==> config.mk <==
export PLATFORM = sky130hd
export DESIGN_NAME = time_weighted_sensor_aggregator_unit
export DESIGN_NICKNAME = d
export VERILOG_FILES = /design/src/hw/rtl/twsa_pkg.sv /design/src/hw/rtl/time_weighted_sensor_aggregator_unit.sv
export SDC_FILE = /design/constraint.sdc
export NUM_CORES = 2
export LEC_CHECK = 0
export BUFFER_PORTS_ARGS = -buffer_cell sky130_fd_sc_hd__buf_2
export CORE_MARGIN = 10
export CORE_UTILIZATION = 64
export DETAILED_ROUTE_END_ITERATION = 8
export HOLD_SLACK_MARGIN = 0.06
export PLACE_DENSITY = 0.82
export SYNTH_ARGS = -nofsm -noshare
export SYNTH_HDL_FRONTEND = slang
export SYNTH_SLANG_ARGS = --single-unit
==> constraint.sdc <==
create_clock -name clk -period 9.7 [get_ports clk]
set_clock_uncertainty 0.1 [all_clocks]
set_input_delay 0.485 -clock clk [delete_from_list [all_inputs] [get_ports clk]]
set_output_delay 0.485 -clock clk [all_outputs]
set_load 0.02 [all_outputs]
==> src/hw/rtl/twsa_pkg.sv <==
// ---------------------------------------------------------------------------
// twsa_pkg
// Shared types, widths and codes of the time-weighted sensor aggregator.
// ---------------------------------------------------------------------------
`timescale 1ns / 1ps

package twsa_pkg;

  localparam int StampW   = 48;
  localparam int ValueW   = 32;
  localparam int SumW     = 64;
  localparam int ProdW    = ValueW + StampW;
  localparam int MulSteps = StampW;
  localparam int DivSteps = SumW;
  localparam int CntW     = $clog2(DivSteps);

  typedef logic [StampW-1:0]        stamp_t;
  typedef logic signed [ValueW-1:0] value_t;
  typedef logic signed [SumW-1:0]   sum_t;

  // Request codes of an input item
  typedef enum logic [1:0] {
    REQ_ADD    = 2'd0,
    REQ_REPORT = 2'd1,
    REQ_FOLD   = 2'd2,
    REQ_NONE   = 2'd3
  } req_t;

  // Aggregate selection
  typedef enum logic [2:0] {
    MODE_LAST = 3'd0,
    MODE_MIN  = 3'd1,
    MODE_MAX  = 3'd2,
    MODE_AVG  = 3'd3,
    MODE_SUM  = 3'd4
  } mode_t;

  // Result status codes
  typedef enum logic [1:0] {
    ST_OK    = 2'd0,
    ST_EMPTY = 2'd1,
    ST_ZERO  = 2'd2,
    ST_SAT   = 2'd3
  } status_t;

endpackage

==> src/hw/rtl/time_weighted_sensor_aggregator_unit.sv <==
// ---------------------------------------------------------------------------
// time_weighted_sensor_aggregator_unit
// Keeps running accumulators over timestamped Q16.16 readings and answers
// report items with the last reading, minimum, maximum, time-weighted
// average or time-weighted sum, as aggregate_mode selects. Each reading is
// weighted by the ticks until the next one; a report adds the open tail up
// to its own stamp, and a fold report restarts the window from the result.
// The block takes one item at a time. A reading after the first runs from
// acceptance until in_ready returns through a 48-step shift-add multiply,
// one multiplier bit a cycle, then a saturate and an accumulate step. Last,
// minimum and maximum reports use the held readings, a sum report runs the
// multiply, an average report adds a 64-step restoring division, one
// quotient bit a cycle, and an average fold multiplies again to weight the
// new average. Multiply and divide share one adder. The result sits in an
// output register, so the block goes on with the next item while it waits.
// ---------------------------------------------------------------------------
`timescale 1ns / 1ps

module time_weighted_sensor_aggregator_unit (
  input  logic             clk,
  input  logic             rst,
  input  logic             cfg_valid,
  output logic             cfg_ready,
  input  logic [2:0]       aggregate_mode,
  input  logic             in_valid,
  output logic             in_ready,
  input  logic [1:0]       req_type,
  input  twsa_pkg::stamp_t stamp,
  input  twsa_pkg::value_t sample_value,
  output logic             out_valid,
  input  logic             out_ready,
  output twsa_pkg::stamp_t result_stamp,
  output twsa_pkg::sum_t   result_value,
  output logic [1:0]       status
);

  import twsa_pkg::*;

  typedef enum logic [2:0] {
    S_IDLE,
    S_QUICK,
    S_MUL,
    S_FIN1,
    S_FIN2,
    S_DISP,
    S_DIV,
    S_DFIN
  } state_t;

  localparam logic [CntW-1:0] MulLast = CntW'(MulSteps - 1);
  localparam logic [CntW-1:0] DivLast = CntW'(DivSteps - 1);
  localparam sum_t SumMax = {1'b0, {(SumW-1){1'b1}}};
  localparam sum_t SumMin = {1'b1, {(SumW-1){1'b0}}};
  localparam sum_t ValMax = sum_t'({1'b0, {(ValueW-1){1'b1}}});
  localparam sum_t ValMin = -sum_t'({1'b1, {(ValueW-1){1'b0}}});
  localparam int   AluW   = StampW + 1;

  // Control
  state_t            state;
  logic [CntW-1:0]   cnt;
  logic              pass2;
  logic [2:0]        mode_cfg;
  logic              have_reading;

  // Latched item
  req_t              req_r;
  mode_t             mode_r;
  stamp_t            t_r;
  value_t            v_r;

  // Window state
  stamp_t            last_stamp, first_stamp, low_stamp, high_stamp;
  value_t            last_value, low_value, high_value;
  sum_t              weighted_sum;
  stamp_t            elapsed_sum;
  logic              sum_sat;

  // Shared datapath registers
  logic [ValueW-1:0] mag;
  logic              mneg;
  stamp_t            dur;
  logic [ProdW-1:0]  prod;
  sum_t              term;
  logic              msat;
  sum_t              wsr;
  stamp_t            elr;
  logic              satr;
  logic [SumW-1:0]   quo;
  stamp_t            rem;
  value_t            avg;

  // Combinational signals
  mode_t             mode_eff;
  req_t              req_in;
  logic              acc, out_free, is_report_in, slow_in, go_div;
  stamp_t            d_in, d0;
  logic [AluW-1:0]   alu_a, alu_b;
  logic              alu_cin;
  logic [AluW:0]     alu_sum;
  logic [ProdW-1:0]  prod_step;
  logic              qbit;
  stamp_t            rem_step;
  logic [SumW-1:0]   quo_step;
  logic [SumW-1:0]   bound, p_mag;
  logic              mul_over;
  sum_t              term_next;
  sum_t              ws_raw, ws_next;
  logic              ws_ovf;
  logic [StampW:0]   el_wide;
  stamp_t            el_next;
  sum_t              q_signed;
  value_t            avg_next;
  stamp_t            sel_stamp;
  value_t            sel_value;
  logic              emit;
  stamp_t            em_stamp;
  sum_t              em_value;
  status_t           em_status;
  logic              ld_single, ld_pair, ld_read;
  stamp_t            sg_stamp, pr_t0, pr_el;
  value_t            sg_value, pr_v0;
  sum_t              pr_c;
  logic              pr_sat;

  function automatic stamp_t span(stamp_t to_t, stamp_t from_t);
    return (to_t >= from_t) ? stamp_t'(to_t - from_t) : '0;
  endfunction

  function automatic value_t clamp32(sum_t x);
    value_t r;
    if (x > ValMax) begin
      r = value_t'(ValMax);
    end else if (x < ValMin) begin
      r = value_t'(ValMin);
    end else begin
      r = x[ValueW-1:0];
    end
    return r;
  endfunction

  function automatic logic [ValueW-1:0] mag_of(value_t v);
    return v[ValueW-1] ? ValueW'(-v) : ValueW'(v);
  endfunction

  // Decode the incoming item
  assign cfg_ready    = 1'b1;
  assign in_ready     = (state == S_IDLE);
  assign acc          = in_valid && in_ready;
  assign req_in       = req_t'(req_type);
  assign out_free     = !out_valid || out_ready;
  assign mode_eff     = (mode_cfg > 3'(MODE_SUM)) ? MODE_LAST : mode_t'(mode_cfg);
  assign is_report_in = (req_in == REQ_REPORT) || (req_in == REQ_FOLD);
  assign slow_in      = have_reading && ((req_in == REQ_ADD) ||
                        (is_report_in && (mode_eff == MODE_AVG || mode_eff == MODE_SUM)));
  assign d_in         = span(stamp, last_stamp);
  assign d0           = span(t_r, first_stamp);
  assign go_div       = (state == S_DISP) && (mode_r == MODE_AVG) && (elr != '0);

  // Shared adder: multiply step adds the multiplicand, divide step subtracts
  always_comb begin
    if (state == S_DIV) begin
      alu_a   = {rem, quo[SumW-1]};
      alu_b   = ~{1'b0, elr};
      alu_cin = 1'b1;
    end else begin
      alu_a   = AluW'(prod[ProdW-1:StampW]);
      alu_b   = prod[0] ? AluW'(mag) : '0;
      alu_cin = 1'b0;
    end
    alu_sum = {1'b0, alu_a} + {1'b0, alu_b} + (AluW+1)'(alu_cin);
  end

  assign prod_step = {alu_sum[ValueW:0], prod[StampW-1:1]};
  assign qbit      = alu_sum[AluW];
  assign rem_step  = qbit ? alu_sum[StampW-1:0] : alu_a[StampW-1:0];
  assign quo_step  = {quo[SumW-2:0], qbit};

  // Saturate the product to the signed 64-bit range
  assign bound     = mneg ? SumMin : SumMax;
  assign mul_over  = prod > {{(ProdW-SumW){1'b0}}, bound};
  assign p_mag     = mul_over ? bound : prod[SumW-1:0];
  assign term_next = mneg ? -sum_t'(p_mag) : sum_t'(p_mag);

  // Accumulate with saturation
  assign ws_raw  = weighted_sum + term;
  assign ws_ovf  = (weighted_sum[SumW-1] == term[SumW-1]) &&
                   (ws_raw[SumW-1] != weighted_sum[SumW-1]);
  assign ws_next = ws_ovf ? (weighted_sum[SumW-1] ? SumMin : SumMax) : ws_raw;
  assign el_wide = {1'b0, elapsed_sum} + {1'b0, dur};
  assign el_next = el_wide[StampW] ? '1 : el_wide[StampW-1:0];

  // Sign the quotient
  assign q_signed = wsr[SumW-1] ? -sum_t'(quo) : sum_t'(quo);
  assign avg_next = clamp32(q_signed);

  // Pick the reading for last, minimum and maximum
  always_comb begin
    unique case (mode_r)
      MODE_MIN: begin
        sel_stamp = low_stamp;
        sel_value = low_value;
      end
      MODE_MAX: begin
        sel_stamp = high_stamp;
        sel_value = high_value;
      end
      default: begin
        sel_stamp = last_stamp;
        sel_value = last_value;
      end
    endcase
  end

  // Form the result item
  always_comb begin
    emit      = 1'b0;
    em_stamp  = t_r;
    em_value  = '0;
    em_status = ST_OK;
    unique case (state)
      S_QUICK: begin
        emit = out_free;
        if (have_reading) begin
          em_stamp = sel_stamp;
          em_value = sum_t'(sel_value);
        end else begin
          em_status = ST_EMPTY;
        end
      end
      S_DISP: begin
        emit = out_free && !go_div;
        if (mode_r == MODE_SUM) begin
          em_value  = wsr;
          em_status = satr ? ST_SAT : ST_OK;
        end else begin
          em_status = ST_ZERO;
        end
      end
      S_DFIN: begin
        emit      = out_free;
        em_value  = q_signed;
        em_status = satr ? ST_SAT : ST_OK;
      end
      default: begin
        emit = 1'b0;
      end
    endcase
  end

  // Choose how the window state reloads
  always_comb begin
    ld_single = 1'b0;
    ld_pair   = 1'b0;
    ld_read   = 1'b0;
    sg_stamp  = stamp;
    sg_value  = sample_value;
    pr_t0     = first_stamp;
    pr_v0     = avg;
    pr_c      = term;
    pr_el     = dur;
    pr_sat    = msat;
    if (acc && req_in == REQ_ADD && !have_reading) begin
      ld_single = 1'b1;
    end else if (state == S_QUICK && out_free && have_reading && req_r == REQ_FOLD) begin
      ld_single = 1'b1;
      sg_stamp  = sel_stamp;
      sg_value  = sel_value;
    end else if (state == S_FIN2 && pass2) begin
      ld_pair = 1'b1;
    end else if (state == S_FIN2 && req_r == REQ_ADD) begin
      ld_read = 1'b1;
    end else if (state == S_DISP && mode_r == MODE_SUM && out_free &&
                 req_r == REQ_FOLD && t_r != '0) begin
      ld_pair = 1'b1;
      pr_t0   = t_r - stamp_t'(1);
      pr_v0   = clamp32(wsr);
      pr_c    = wsr;
      pr_el   = stamp_t'(1);
      pr_sat  = satr;
    end
  end

  // Sequence the item and hold the result register
  always_ff @(posedge clk) begin
    if (rst) begin
      state        <= S_IDLE;
      cnt          <= '0;
      pass2        <= 1'b0;
      mode_cfg     <= 3'(MODE_LAST);
      have_reading <= 1'b0;
      out_valid    <= 1'b0;
      result_stamp <= '0;
      result_value <= '0;
      status       <= 2'(ST_OK);
    end else begin
      if (cfg_valid) begin
        mode_cfg <= aggregate_mode;
      end
      if (emit) begin
        out_valid    <= 1'b1;
        result_stamp <= em_stamp;
        result_value <= em_value;
        status       <= 2'(em_status);
      end else if (out_ready) begin
        out_valid <= 1'b0;
      end
      unique case (state)
        S_IDLE: begin
          if (acc) begin
            if (req_in == REQ_ADD && !have_reading) begin
              have_reading <= 1'b1;
            end else if (slow_in) begin
              cnt   <= '0;
              pass2 <= 1'b0;
              state <= S_MUL;
            end else if (is_report_in) begin
              state <= S_QUICK;
            end
          end
        end
        S_QUICK: begin
          if (out_free) begin
            state <= S_IDLE;
          end
        end
        S_MUL: begin
          cnt <= cnt + CntW'(1);
          if (cnt == MulLast) begin
            state <= S_FIN1;
          end
        end
        S_FIN1: begin
          state <= S_FIN2;
        end
        S_FIN2: begin
          state <= (pass2 || req_r == REQ_ADD) ? S_IDLE : S_DISP;
        end
        S_DISP: begin
          if (go_div) begin
            cnt   <= '0;
            state <= S_DIV;
          end else if (out_free) begin
            state <= S_IDLE;
          end
        end
        S_DIV: begin
          cnt <= cnt + CntW'(1);
          if (cnt == DivLast) begin
            state <= S_DFIN;
          end
        end
        S_DFIN: begin
          if (out_free) begin
            if (req_r == REQ_FOLD) begin
              cnt   <= '0;
              pass2 <= 1'b1;
              state <= S_MUL;
            end else begin
              state <= S_IDLE;
            end
          end
        end
        default: begin
          state <= S_IDLE;
        end
      endcase
    end
  end

  // Datapath and window state
  always_ff @(posedge clk) begin
    // Capture the item
    if (acc) begin
      req_r  <= req_in;
      mode_r <= mode_eff;
      t_r    <= stamp;
      v_r    <= sample_value;
    end
    // Load the multiplier with the last value and its held duration
    if (acc && slow_in) begin
      mag  <= mag_of(last_value);
      mneg <= last_value[ValueW-1];
      prod <= {{ValueW{1'b0}}, d_in};
      dur  <= d_in;
    end
    // Advance the shift-add multiply
    if (state == S_MUL) begin
      prod <= prod_step;
    end
    if (state == S_FIN1) begin
      term <= term_next;
      msat <= mul_over;
    end
    // Hold the report totals
    if (state == S_FIN2 && !pass2) begin
      wsr  <= ws_next;
      elr  <= el_next;
      satr <= sum_sat || msat || ws_ovf;
    end
    // Load the divider with the sum magnitude
    if (go_div) begin
      quo <= wsr[SumW-1] ? SumW'(-wsr) : SumW'(wsr);
      rem <= '0;
    end
    // Advance the restoring divide
    if (state == S_DIV) begin
      quo <= quo_step;
      rem <= rem_step;
    end
    // Weight the new average over the window for a fold
    if (state == S_DFIN && out_free && req_r == REQ_FOLD) begin
      avg  <= avg_next;
      mag  <= mag_of(avg_next);
      mneg <= avg_next[ValueW-1];
      prod <= {{ValueW{1'b0}}, d0};
      dur  <= d0;
    end
    // Reload or advance the window
    if (ld_single) begin
      first_stamp  <= sg_stamp;
      last_stamp   <= sg_stamp;
      last_value   <= sg_value;
      low_stamp    <= sg_stamp;
      low_value    <= sg_value;
      high_stamp   <= sg_stamp;
      high_value   <= sg_value;
      weighted_sum <= '0;
      elapsed_sum  <= '0;
      sum_sat      <= 1'b0;
    end else if (ld_pair) begin
      first_stamp  <= pr_t0;
      last_stamp   <= t_r;
      weighted_sum <= pr_c;
      elapsed_sum  <= pr_el;
      sum_sat      <= pr_sat;
      if (pr_v0 <= last_value) begin
        low_value <= pr_v0;
        low_stamp <= pr_t0;
      end else begin
        low_stamp <= t_r;
      end
      if (pr_v0 >= last_value) begin
        high_value <= pr_v0;
        high_stamp <= pr_t0;
      end else begin
        high_stamp <= t_r;
      end
      if (pr_v0 > last_value) begin
        low_value <= last_value;
      end
      if (pr_v0 < last_value) begin
        high_value <= last_value;
      end
    end else if (ld_read) begin
      weighted_sum <= ws_next;
      sum_sat      <= sum_sat || msat || ws_ovf;
      elapsed_sum  <= el_next;
      last_stamp   <= t_r;
      last_value   <= v_r;
      if (v_r < low_value) begin
        low_value <= v_r;
        low_stamp <= t_r;
      end
      if (v_r > high_value) begin
        high_value <= v_r;
        high_stamp <= t_r;
      end
    end
  end

endmodule

==> flow_results.org <==
** Die
- Measured along the x axis, the die boundary spans 361 um.
- Area of the core :: 0.115 mm2
- Effective utilization at floorplan :: 64.6%
- The floorplan step set the die height to 361 um.
- In this run the core area contains 124 standard-cell rows.
- For this design the top-level I/O count stands at 207.
- The die covers 0.130 mm2.

** Critical path
- Critical path required time :: 10.08 ns
- Crit path max-delay family :: compound AO/OA/AOI/OAI gates
- The worst setup path is captured at a flip-flop.
- In this design, the stage delay of the slowest critical-path cell is 0.89 ns.
- Worst Reg-to-Reg Cells :: 21
- At the worst endpoint, the arrival time is 7.88 ns.
- The critical path goes through or4_1 > or4b_2 > nor3_1 > nand3_1 > o211ai_1 > nor2_2 > buf_4 > a21oi_1 > ha_1 > a21o_1 > a21o_1 > a21o_1 > a21o_1 > a21o_1 > a21o_1 > a21o_1 > a21oi_1 > a31o_2 > a21oi_4 > buf_4 > a31oi_1.
- In this run the worst path has a maximum fanout of 60.
- The critical path runs through a total of 21 cells.
- Crit Path Class :: reg -> reg
- In this design, the critical path's most frequently occurring cell is a21o_1.
- Cell with the largest stage delay on the worst path :: a21oi_4
- Together, buffers and inverters on the worst path number 2.
- Critical path startpoint category :: flip-flop

** Route
- Number of remaining DRC errors :: 0
- Wire length after detailed routing :: 281 mm
- Vias per Instance :: 7.03
- In the final routed layout, each cell accounts on average for 27.5 um.
- For this run, the detailed router's first-pass iteration total came to 7.
- Starting DRC count in detailed routing :: 10773
- Once detail routing completed, the nets flagged for antenna violations numbered 0.
- Detailed routing inserted a total of 71867 vias.

** Yosys
- Fraction of synthesis flops using an asynchronous set or reset pin :: 0%
- The cell area that synthesis handed to floorplanning was 0.0742 mm2.
- When the netlist entered floorplanning its net count stood at 9100.
- Synth top cells by count :: nand2_1, nor2_1, a21oi_1
- Number of different library cells in the post-synthesis netlist :: 101
- The average instance in the mapped netlist occupies 8.65 um2.
- Counting every instance in the synthesized netlist gives 8582.
- Among all flip-flop cells after synthesis, the most frequent one is edfxtp_1.
- Synth warn :: 0
- Number of enable-type register cells in the synthesized netlist :: 824
- Summed over all instances, the cell type with the most area after synthesis is edfxtp_1.
- Most repeated cell in the gate-level netlist after synthesis :: nand2_1
- For this run, the register share of the synthesized area comes to 40.7%.
- Area share of the largest cell type after synthesis :: 33.3%
- Counting flops and latches in the post-synthesis netlist gives 1098.
- After synthesis, the cell types taking the most area are edfxtp_1, dfxtp_1, ha_1.

** Power and ir drop
- Total power :: 13500 uW
- Dividing total power by cell area gives a power density of 166 mW/mm2.
- IR analysis of the VDD net gives a maximum drop of 0.180 mV.
- In this run the static leakage power is 0.0324 uW.

** Clock tree
- After clock tree synthesis, the clock-pin slew on the worst setup and hold paths is 0.06 ns.
- CTS saw 1098 sinks.
- TritonCTS Buffers :: 118
- CTS built an H-tree with a depth of 3.
- Counting along the longest clock path gives a buffer depth of 3.
- TritonCTS built the clock tree.
- In this run, post-CTS repair resized a total of 0 instances.
- Clock tree synthesis selected as its root buffer the cell clkbuf_16.
- Clock latency on the worst-skew pair, taken at its later pin, is 0.77 ns.

** Cells and area
- After filler insertion, the fill cell instance count of the layout stands at 8926.
- Compared with the post-synthesis result, the final layout area differs by 9.65%.
- Post-layout net count :: 9115
- Layout cells sized above 1 :: 7.40%
- In the final layout, the multi-input gates occupy 0.0411 mm2.
- Flip-flop and latch area :: 0.0302 mm2

** Global routing
- Global-route wire length before repair :: 419 mm
- Entering global routing, the biggest net connects 101 pins.
- The initial antenna violation count was 13.
- Summed over all layers, the global routing overflow is 0.
- Total routing resource utilization after global routing :: 41.2%
- Number of global-route vias before repair :: 67832

** Timing
- Number of failing hold endpoints at the final stage :: 0
- Achievable Freq :: 0.133 GHz
- Shortest period the worst path allows :: 7.50 ns
- After layout, the worst path uses 77.3% of the clock period.
- Headroom to the max-slew limit came out at -2.91%.
- For the pin with the worst max-slew slack, the measured transition is 1.54 ns.
- Setup violations remaining at the end of the flow were counted as 0.
- Worst Hold Margin :: 0.179 ns
- Final slew viol count :: 6
- After routing, the total negative slack on setup checks comes to 0 ns.
- RSZ-0062 raised after global routing :: false

** Run
- Max-cap violations in this run came to 1.

** Hold path
- Cell depth of the worst min-delay path :: 2
- The path class of the tightest hold or removal check is in -> reg.

** Place
- Buffers placed on the I/O ports in this run total 205.
- Routability-driven placement finished with a final weighted congestion of 1.07.
- Summed over all nets, the half-perimeter wirelength after detailed placement is 201 mm.

** Status
- Result of the run :: complete, but fails checks
- Failing checks :: max-capacitance violations, max-slew violations
-- kinds of logic (layout without fill, tap and decap cells) --
logic type / count (synthesis) / count (layout) / synth area share, %
flops: 1098 / 1098 / 40.7
simple gates: 2910 / 2910 / 17.7
fa+ha+maj: 429 / 429 / 7.29
xor+xnor: 427 / 427 / 5.05
compound gates: 2797 / 2797 / 23.8
other cells: 1 / 7 / 0.00505
buf+inv: 825 / 946 / 4.22
mux: 95 / 95 / 1.29
-- path summary, 6_finish.rpt --
path                         start                to  slack, ns
setup / recovery           t_r[11]     high_stamp[1]       2.20
hold / removal                 rst       mode_cfg[2]       0.18
setup reg to reg           t_r[11]     high_stamp[1]       2.20
hold reg to reg   result_stamp[29]  result_stamp[29]       0.35
-- where the power goes --
part / total, uW / switching [uW] / internal [uW] / leakage, uW
logic: 2950 / 1910 / 1050 / 0.0207
registers: 5730 / 330 / 5400 / 0.00970
clock network: 4850 / 2080 / 2770 / 0.00201
total: 13500 / 4320 / 9220 / 0.0324
-- per-layer routing --
layer / global-route usage, % / vias to the layer above / wire length [um]
met5: 0 / - / 102
met1: 50.6 / 33697 / 97900
met4: 31.3 / 14 / 25800
met2: 64.2 / 5259 / 124000
li1: - / 31660 / -
met3: 7.87 / 1237 / 33000
-- final cells by class --
class,instances,share of cell area [%]
antenna,6,0.0184
inverter,304,1.41
clock inverter,72,1.06
multi-input combinational,6659,50.5
sequential,1098,37.1
timing repair buffer,416,3.51
tap,1512,2.32
clock buffer,154,4.02
-- through the flow --
stage                     area (um2)  util (%)  cells  setup slack, ns
after floorplan                74200         -   8582             2.75
after global placement         76300      66.5   9899             2.55
after detailed placement       76300      66.5   9900             2.46
after CTS                      81400      70.9  10215             2.40
after global routing           81400      70.9  10218             1.84
final                          81400      70.9  10221             2.20
-- sequential cells by signal, summed over array words and instances, names as in the netlist, 64 cells and up --
name and count:
result_value 64, quo 64, prod 80, term 64
wsr 64, weighted_sum 64
-- placed cells by master (no fill, tap or decap), types with 43 or more instances in the layout --
cell           instances
nand4_1               95
xnor2_1              225
nand2b_1              53
o21a_1                75
dlygate4sd3_1         89
buf_2                205
inv_1                293
nor2b_1               51
dfxtp_1              274
o21ai_0              666
o211ai_1              85
clkbuf_16            121
a221oi_1              53
nor3_1               156
mux2i_1               90
nand3_1              209
a21oi_1              840
buf_4                120
a31oi_1              124
a22o_1                91
o22ai_1               43
or3_1                 74
nor2_1               936
a211oi_1              69
a21o_1               291
and3_1                52
edfxtp_1             824
xor2_1               201
ha_1                 422
nand2_1              997
nor4_1                73
o31ai_1               67
-- worst register-to-register path, cell delays in order (launching register included) --
cell	delay, ns
edfxtp_1	0.48
or4_1	0.63
or4b_2	0.83
nor3_1	0.27
nand3_1	0.27
o211ai_1	0.52
nor2_2	0.07
buf_4	0.28
a21oi_1	0.32
ha_1	0.20
a21o_1	0.11
a21o_1	0.11
a21o_1	0.11
a21o_1	0.10
a21o_1	0.10
a21o_1	0.10
a21o_1	0.17
a21oi_1	0.15
a31o_2	0.32
a21oi_4	0.89
buf_4	0.82
a31oi_1	0.26
-- repair_timing --
| item | 4_1_cts | 5_1_grt |
|---|---|---|
| hold buffers | 89 | 0 |
| setup buffers | 0 | 0 |
| endpoints found under the hold margin | 135 | 0 |
(Power assumes the default switching activity.)
